<file path="config.mk">
export PLATFORM = sky130hd
export DESIGN_NAME = tql_ram
export DESIGN_NICKNAME = d
export VERILOG_FILES = /design/src/sv/tql_ram.sv
export SDC_FILE = /design/constraint.sdc
export NUM_CORES = 2
export LEC_CHECK = 0
export BUFFER_PORTS_ARGS = -buffer_cell sky130_fd_sc_hd__buf_2
export CELL_PAD_IN_SITES_DETAIL_PLACEMENT = 0
export CELL_PAD_IN_SITES_GLOBAL_PLACEMENT = 1
export CORE_MARGIN = 2
export CORE_UTILIZATION = 56
export CTS_CLUSTER_DIAMETER = 150
export DETAILED_ROUTE_END_ITERATION = 6
export PLACE_DENSITY_LB_ADDON = 0.1
export SLEW_MARGIN = 10
export SYNTH_ARGS = -nofsm -noshare
export SYNTH_HDL_FRONTEND = slang
export SYNTH_SLANG_ARGS = --single-unit
</file>
<file path="constraint.sdc">
create_clock -name clk -period 4.75 [get_ports clk]
set_input_delay 0.475 -clock clk [delete_from_list [all_inputs] [get_ports clk]]
set_output_delay 0.475 -clock clk [all_outputs]
set_load 0.05 [all_outputs]
</file>
<file path="src/sv/tql_ram.sv">
`default_nettype none

module tql_ram #(
	parameter int WIDTH = 32,
	parameter int DEPTH = 64,
	localparam int AW = (DEPTH > 1) ? $clog2(DEPTH) : 1
) (
	input  wire              clk,
	input  wire              we,
	input  wire [AW-1:0]     waddr,
	input  wire [WIDTH-1:0]  wdata,
	input  wire [AW-1:0]     raddr,
	output logic [WIDTH-1:0] rdata
);

	logic [WIDTH-1:0] mem_q [DEPTH];
	logic [WIDTH-1:0] rdata_q;

	// write one word, read one word registered
	always_ff @(posedge clk) begin
		if (we) begin
			mem_q[waddr] <= wdata;
		end
		rdata_q <= mem_q[raddr];
	end

	assign rdata = rdata_q;

endmodule

`default_nettype wire

</file>
==> flow_metrics.env <==
export IMPL_core_area_sq_um=139000
export IMPL_wire_per_inst_microns=36.1
export IMPL_htree_num_levels=4
export IMPL_place_congestion=0.840
export IMPL_drive_gt1_share_pct=30.9
export IMPL_synth_fp_nets=3370
export IMPL_syn_inst=3324
export IMPL_die_x_microns=378
export IMPL_cts_sinks=2080
export IMPL_totalWireLength_microns=204000
export IMPL_ir_worst_vdd_mv=0.342
export IMPL_root_buffer="clkbuf_16"
export IMPL_p_per_area_nw_per_um2=431
export IMPL_nNetsFinal=3652
export IMPL_yosys_warnings=0
export IMPL_clkLatencyLatePin_ns=0.82
export IMPL_drt_pre_antenna_iters=6
export IMPL_num_rows=137
export IMPL_combPwrFrac_pct=5.4
export IMPL_synth_avg_cell_area_sq_um=23.6
export IMPL_grt_pass1_vias=37575
export IMPL_drc=0
export IMPL_period_share_pct=70.4
export IMPL_intPower_mw=30.2
export IMPL_viasPerCell=6.58
export IMPL_ys_seq_elements=2080
export IMPL_ant_nets=0
export IMPL_grt_pass1_wl_microns=285000
export IMPL_clk_path_buf_depth=3
export IMPL_finalSetupTns_ns=0
export IMPL_crit_path_start_kind="primary input"
export IMPL_synth_top_area_share_pct=78.3
export IMPL_pre_cts_ws_ns=0.715
export IMPL_post_dp_hpwl_microns=118000
export IMPL_grt_overflow=0
export IMPL_drtIter0Drc=5212
export IMPL_numCtsBuffers=202
export IMPL_clock_power_share_pct=41.3
export IMPL_netSwitchingPower_mw=8.13
export IMPL_cp_end_kind="register"
export IMPL_finalHoldViolations=0
export IMPL_fmax_ghz=0.299
export IMPL_synthesis_area_sq_um=78500
export IMPL_io_pins=78
export IMPL_seqPwrFrac_pct=53.2
export IMPL_die_area_sq_um=143000
export IMPL_fin_crit_ns=3.35
export IMPL_ctsResizeCount=0
export IMPL_switching_share_pct=21.2
export IMPL_drv_slew=0
export IMPL_status="finished, final reports clean"
export IMPL_cts_tree="built"
export IMPL_min_path_type="primary input to register"
export IMPL_skew_ns=0.0300
export IMPL_yosysTopAreaCell="edfxtp_1"
export IMPL_rsz0062_at_grt="false"
export IMPL_critPathRequiredTime_ns=5.41
export IMPL_leakagePower_nw=27.9
export IMPL_maxCapViolations=0
export IMPL_worst_slack_ns=1.40
export IMPL_maxSlewHeadroom_pct=24.7
export IMPL_grt_max_degree=70
export IMPL_synthTopCellsByArea="edfxtp_1 (78%), mux4_2 (16%), mux2i_1 (1.2%), dfxtp_1 (0.82%), o22ai_1 (0.67%)"
export IMPL_path_clk_slew_ns=0.06
export IMPL_die_h_microns=378
export IMPL_setup_violations=0
export IMPL_vias=37171
export IMPL_crit_type="primary input to register"
export IMPL_ys_seq_area_share_pct=79.1
export IMPL_synth_distinct_cells=34
export IMPL_grt_util_all_layers_pct=29.1
export IMPL_area_growth_pct=13.4
export IMPL_initial_core_util_pct=56.3
export IMPL_worst_pin_slew_ns=1.13
export IMPL_fill_cells=9169
export IMPL_worstPathArrival_ns=4.00
export IMPL_io_buffers=77
export IMPL_worstPathMaxFanout=36
export IMPL_antenna_found_initial=23
export IMPL_cts_setup_buffers=0
==> critical path, stage by stage <==
cell and delay (ns):
buf_8 0.41, buf_4 0.39, mux4_2 0.54, mux2i_1 0.77, nand3b_1 0.39, a31oi_1 0.84, nor2_1 0.11
==> worst paths after layout <==
path	from	end	slack, ns	depth (start not counted)
max	raddr[0]	rdata[18]	1.40	7
min	wdata[3]	mem_q[1][3]	0.1	1
max reg2reg	mem_q[54][18]	rdata[18]	1.65	5
min reg2reg	mem_q[13][8]	rdata[8]	0.75	4
==> cells in the mapped netlist <==
master / count
or2_2: 1
and2_1: 2
or2_0: 1
clkbuf_1: 74
buf_1: 21
o22ai_1: 84
a311oi_1: 8
a31oi_1: 1
nand4_1: 2
nor3_1: 7
edfxtp_1: 2048
mux2i_1: 93
and3_1: 4
nand4b_1: 1
dfxtp_1: 32
nor2b_1: 15
or3b_2: 3
or2_1: 1
nand2b_1: 8
nand3b_1: 5
nand2_1: 26
buf_2: 57
mux4_2: 544
or3_1: 3
a21oi_1: 62
nor2_1: 137
buf_6: 5
or3b_1: 2
o32ai_1: 4
buf_4: 25
nand3_1: 5
o221ai_1: 27
a41o_1: 4
a22oi_1: 12
==> cells in the final DEF (no fill, tap or decap), drive strengths merged, types with 4 or more instances in the layout <==
master,instances
nand3b,5
nor3,7
or3b,5
a22oi,12
mux2i,93
nand2,26
a21oi,62
a41o,4
clkbuf,249
nand3,5
diode,8
nor2b,15
edfxtp,2048
o22ai,84
bufinv,20
mux4,544
buf,259
a311oi,8
nor2,137
clkinv,92
nand2b,8
and3,4
o221ai,27
dfxtp,32
o32ai,4
==> per-layer routing <==
metal / global-route usage, % / up-vias / wire [microns]
met5: 0 / - / 119
met4: 8.03 / 20 / 5280
met3: 5.74 / 291 / 19000
met2: 47.9 / 1878 / 102000
met1: 40.3 / 20119 / 77300
li1: - / 14863 / -
==> power groups by stage <==
stage | Sequential, mW | Clock, mW | Combinational, mW
floorplan | 20.9 | 0 | 0.988
detailed placement | 20.8 | 0 | 2.10
CTS | 20.4 | 16.0 | 2.10
global placement | 20.8 | 0 | 2.07
global route | 20.4 | 16.7 | 2.18
finish | 20.4 | 15.9 | 2.09
==> metrics by stage <==
| step | instances | total power, mW | instance area [sq um] | hold slack, ns | utilization, % |
|---|---|---|---|---|---|
| finish | 5652 | 38.4 | 89000 | 0.0954 | 63.9 |
| global route | 5645 | 39.3 | 89000 | 0.0663 | 63.9 |
| CTS | 5644 | 38.6 | 89000 | 0.0328 | 63.9 |
| detailed placement | 5277 | 22.9 | 82400 | 0.732 | 59.2 |
| global placement | 5276 | 22.8 | 82400 | 0.717 | 59.1 |
| floorplan | 3324 | 21.9 | 78500 | 0.574 | - |
==> cells by family after synthesis <==
logic type,share of synthesized area (%)
compound gates,1.67
buf+inv,1.13
flops,79.1
mux,16.8
simple gates,1.27
==> state kept, by name, indices dropped and copies added (netlist names) <==
signal	cells
mem_q	2048
rdata	32
==> timing repair <==
action | in CTS | in global routing
endpoints found under the setup margin | 0 | 0
hold buffers | 1 | 0
hold endpoints to repair | 8 | 0
==> final cells by class <==
cell class	count	area (sq um)	share of cell area, %
clock buffer	249	5460	6.13
timing repair buffer	260	1990	2.24
sequential	2080	62100	69.8
tap	1876	2350	2.64
clock inverter	117	1100	1.24
multi-input combinational	1062	16000	17.9
antenna	8	20.0	0.0225
Power figures use the tool's default switching activity.
