### src/sv/tql_pkg.sv
`default_nettype none

package tql_pkg;

	// fixed field widths
	localparam int KEY_W   = 64;
	localparam int VALUE_W = 32;
	localparam int FACT_W  = 16;

	// temporal difference needs two extra bits over a value
	localparam int TD_W   = VALUE_W + 2;
	localparam int PROD_W = TD_W + FACT_W + 1;
	localparam int SH_W   = PROD_W - FACT_W;
	localparam int SUM_W  = TD_W + 2;

	localparam logic [FACT_W-1:0] LR_RESET   = 16'd3277;
	localparam logic [FACT_W-1:0] DISC_RESET = 16'd64881;

	localparam logic signed [SUM_W-1:0] SUM_MAX =
		{{(SUM_W-VALUE_W+1){1'b0}}, {(VALUE_W-1){1'b1}}};
	localparam logic signed [SUM_W-1:0] SUM_MIN =
		{{(SUM_W-VALUE_W+1){1'b1}}, {(VALUE_W-1){1'b0}}};

	typedef enum logic [0:0] {
		OP_CHOOSE = 1'b0,
		OP_UPDATE = 1'b1
	} op_t;

	typedef enum logic [0:0] {
		REG_LR   = 1'b0,
		REG_DISC = 1'b1
	} reg_idx_t;

	typedef enum logic [3:0] {
		ST_IDLE,
		ST_SEARCH,
		ST_DECIDE,
		ST_INSERT,
		ST_BEST,
		ST_CUR_RD,
		ST_MUL_DISC,
		ST_TD,
		ST_MUL_RATE,
		ST_WRITE,
		ST_RESP
	} state_t;

	// clamp a widened sum to the signed value range
	function automatic logic signed [VALUE_W-1:0] sat_value(input logic signed [SUM_W-1:0] v);
		logic signed [VALUE_W-1:0] r;
		if (v > SUM_MAX) begin
			r = {1'b0, {(VALUE_W-1){1'b1}}};
		end else if (v < SUM_MIN) begin
			r = {1'b1, {(VALUE_W-1){1'b0}}};
		end else begin
			r = v[VALUE_W-1:0];
		end
		return r;
	endfunction

endpackage

`default_nettype wire

### src/sv/tql_mulsh.sv
`default_nettype none

module tql_mulsh import tql_pkg::*; (
	input  wire                     clk,
	input  wire [FACT_W-1:0]        factor,
	input  wire signed [TD_W-1:0]   operand,
	output logic signed [SH_W-1:0]  result
);

	logic signed [FACT_W:0]   factor_s;
	logic signed [PROD_W-1:0] prod;
	logic signed [SH_W-1:0]   result_q;

	// unsigned Q0.16 factor times signed operand, floor of the product over 2^16
	assign factor_s = {1'b0, factor};
	assign prod     = factor_s * operand;

	always_ff @(posedge clk) begin
		result_q <= prod[PROD_W-1:FACT_W];
	end

	assign result = result_q;

endmodule

`default_nettype wire

### config.mk
export PLATFORM = sky130hd
export DESIGN_NAME = tql_mulsh
export DESIGN_NICKNAME = d
export VERILOG_FILES = /design/src/sv/tql_pkg.sv /design/src/sv/tql_mulsh.sv
export SDC_FILE = /design/constraint.sdc
export NUM_CORES = 1
export LEC_CHECK = 0
export CAP_MARGIN = 20
export CORE_AREA = 2 2 281 200
export CTS_CLUSTER_SIZE = 40
export DETAILED_ROUTE_END_ITERATION = 6
export DIE_AREA = 0 0 283 202
export DONT_BUFFER_PORTS = 1
export PLACE_DENSITY = 0.59
export SYNTH_ARGS = -nofsm -noshare
export SYNTH_HDL_FRONTEND = slang
export SYNTH_SLANG_ARGS = --single-unit
### constraint.sdc
create_clock -name clk -period 7.3 [get_ports clk]
set_clock_uncertainty 0.2 [all_clocks]
set_input_delay 0.73 -clock clk [delete_from_list [all_inputs] [get_ports clk]]
set_output_delay 0.73 -clock clk [all_outputs]
set_load 0.05 [all_outputs]
==> results.md <==
| Parameter | Reported |
|---|---|
| Share of final-layout standard cells stronger than drive strength 1 | 1.25% |
| Slowest-stage cell, CP | sky130_fd_sc_hd__fa_1 |
| Sort of element at the start of the critical path | input port |
| Cells along the critical path | and2_1, fa_1, inv_1, fa_1, fa_1, inv_1, fa_1, fa_1, inv_1, fa_1, inv_1, ha_1, nand4_1, nor3_1, a221oi_1, buf_4, o21ai_1, o21ai_1, a21boi_1, a21oi_1, xnor2_1 |
| Post-Syn Area per Cell | 9.10 um2 |
| Net count of the finished layout | 2,691 |
| Detailed Routing Iterations Pass 1 | 5 |
| Synth Area in Adders | 62.5% |
| Total CTS buffers | 5 |
| Final worst-path cycle share | 91.3% |
| Rows | 72 |
| Final core utilization | 36.2% |
| Routability congestion estimate | 0.919 |
| XOR/XNOR Fraction of Synth Area | 1.76% |
| Worst hold path cell count | 8 |
| Critical path's most frequent cell | sky130_fd_sc_hd__fa_1 |
| Half-perimeter wire length after placement | 41,300 um |
| Synth Net Count | 2,760 |
| Kind of path behind the tightest hold check | in2reg |
| Max clock buf depth | 2 |
| CP Max Fanout | 34 |
| Post-cts repair resize count | 0 |
| Post-route setup slack | 0.632 ns |
| Via count | 13,307 |
| Synthesis warning total | 0 |
| Maximum achievable frequency | 150 MHz |
| Yosys top cell area share | 54.6% |
| Overall overflow remaining after global route | 0 |
| Vias in the first global route | 15,028 |
| Global-route wire length before repair | 84,900 um |
| Largest net degree at the start of global routing | 35 |
| Cell at the root of the clock tree | sky130_fd_sc_hd__clkbuf_16 |
| Cell types with the largest area share after synthesis | sky130_fd_sc_hd__fa_1 (55%), sky130_fd_sc_hd__inv_1 (11%), sky130_fd_sc_hd__ha_1 (7.9%) |
| Portion of netlist area occupied by mux cells | 0% |
| Final setup TNS | 0 ns |
| Final period demand of the worst path | 6.67 ns |
| Post-route antenna net violation count | 0 |
| Die Outline Area | 0.0572 mm2 |
| Number of fill cells in the layout | 5,510 |
| Antenna violations before repair | 0 |
| Crit. path cell count | 21 |
| Deepest level of the CTS H-tree | 2 |
| Setup crit end kind | flip-flop |
| Initial DRC Count | 876 |
| Overall Global Routing Usage | 18.9% |
| Number of synthesized flops with an enable pin | 0 |
| Slew at the pin closest to its max-slew limit | 0.629 ns |
| Setup Viol. Count Final | 0 |
| Area growth from synthesis to layout | 4.36% |
| Unrepaired setup endpoints after global routing | false |
| Tightest slew margin relative to the limit | 57.7% |
| Main combinational cell family by area after synthesis | adder cells |
| Max-slew violations | 0 |
| Outcome | complete, no violations |
| Sequential-to-total area share from yosys stat | 3.71% |
| Fraction of the mapped netlist area in simple logic gates | 15.5% |
| Final number of hold-violating endpoints | 0 |
| Arrival time at the worst endpoint | 6.66 ns |
| Clock slew seen by the registers of the worst setup and hold paths | 0.06 ns |
| Number of setup buffers added after CTS | 0 |
| Flip-flop and latch count after synthesis | 35 |
| Number of buffers inserted for hold repair after clock tree synthesis | 0 |
| Crit path buf inv count | 5 |
| Most common library cells after synthesis | sky130_fd_sc_hd__inv_1 (537), sky130_fd_sc_hd__fa_1 (515), sky130_fd_sc_hd__nand2_1 (371) |
| Post-placement setup slack | 0.280 ns |
| Max_cap viols | 0 |
| Number of I/O pins | 86 |
| Die height | 202 um |
| Quantity of I/O buffers inserted on ports | 0 |
| Detail-routed via count per cell | 4.84 |
| Most used DFF post-synth | sky130_fd_sc_hd__dfxtp_1 |
| Share of synthesized registers carrying an async set or reset | 0% |
| Placeable core region | 0.0545 mm2 |
| Number of flip-flops in the largest register | 35 |
| Clock sink count | 35 |
| Routed WL | 51,100 um |
| Remaining DRCs | 0 |
| WL/cell | 18.6 um |
| Gate Count Post-Synth | 2,075 |
| Data required time of the worst path | 7.29 ns |
| Crit path largest cell delay | 0.54 ns |
| Most frequently used cell type in the post-synthesis netlist | sky130_fd_sc_hd__inv_1 |
| Overall die width | 283 um |
| Combined area of all synthesized cells | 0.0189 mm2 |
| Classification of the worst setup path | in2reg |
| Post-synth top area cell | sky130_fd_sc_hd__fa_1 |
| Category of cells accounting for the largest share of critical-path delay | adder cells |
| Effective utilization at floorplan | 34.6% |
| Fraction of the mapped netlist area in compound gates | 4.18% |
| Synth cell types | 48 |
| TritonCTS clock tree | done |
[path summary, 6_finish.rpt]
kind	startpoint	endpoint	slack [ns]
max	factor[5]	result[30]$_DFF_P_	0.63
min	operand[33]	result[34]$_DFF_P_	1.29
[stage by stage]
step                      std cells  cell area [um2]  hold WS, ns
final                          2749            19700         1.29
after CTS                      2747            19700         1.29
after floorplan                2075            18900        0.970
after global routing           2747            19700         1.32
after global placement         2739            19600        0.973
after detailed placement       2739            19600        0.973
[kinds of logic after synthesis]
group	after synthesis
DFF	35
xor gates and xnor gates	38
buffers and inverters	623
AOI/OAI and AO/OA	120
and+or+nand+nor	625
adders and majority gates	634
[routing by layer]
metal	vias to the layer above	track usage, %	part of all wire, %
met2	453	29.7	45
met1	6999	27.8	47
met5	-	0	0
met4	0	2.45	1.0
met3	39	3.74	7.1
li1	5816	-	-
[worst min-delay path, cell delays in order]
cell,delay [ns]
sky130_fd_sc_hd__nand2_1,0.07
sky130_fd_sc_hd__ha_1,0.18
sky130_fd_sc_hd__a21oi_1,0.08
sky130_fd_sc_hd__xnor2_1,0.15
sky130_fd_sc_hd__xnor2_1,0.15
sky130_fd_sc_hd__xnor2_1,0.20
sky130_fd_sc_hd__nand2_1,0.10
sky130_fd_sc_hd__o211ai_1,0.07
[cell usage in the layout, fill, tap and decap left out, drive strengths merged, types with 3 or more instances in the layout]
cell type and count:
inv 537, fa 515, nand2 371, and2 192, ha 119, a21oi 46, dfxtp 35, xnor2 30
nor2 25, o21ai 22, a21o 14, buf 10, nand3 9, and3 8, xor2 8, nand4 8
clkbuf 6, a221oi 5, nor3 4, a211oi 4, o211ai 4, a21boi 4, o21bai 3, o31ai 3
[cell type report]
class                           count  area, um2  area share, %
Tap cell                          740        926           4.70
Inverter                          537       2020           10.2
Antenna cell                        2       5.00         0.0254
Timing Repair Buffer               10       75.1          0.381
Clock buffer                        6        129          0.654
Clock inverter                      2       12.5         0.0635
Sequential cell                    35        701           3.56
Multi-Input combinational cell   1417      15800           80.4
Power is not shown: default switching activity piles up to over one toggle a cycle in this logic, so the estimate is an artifact.
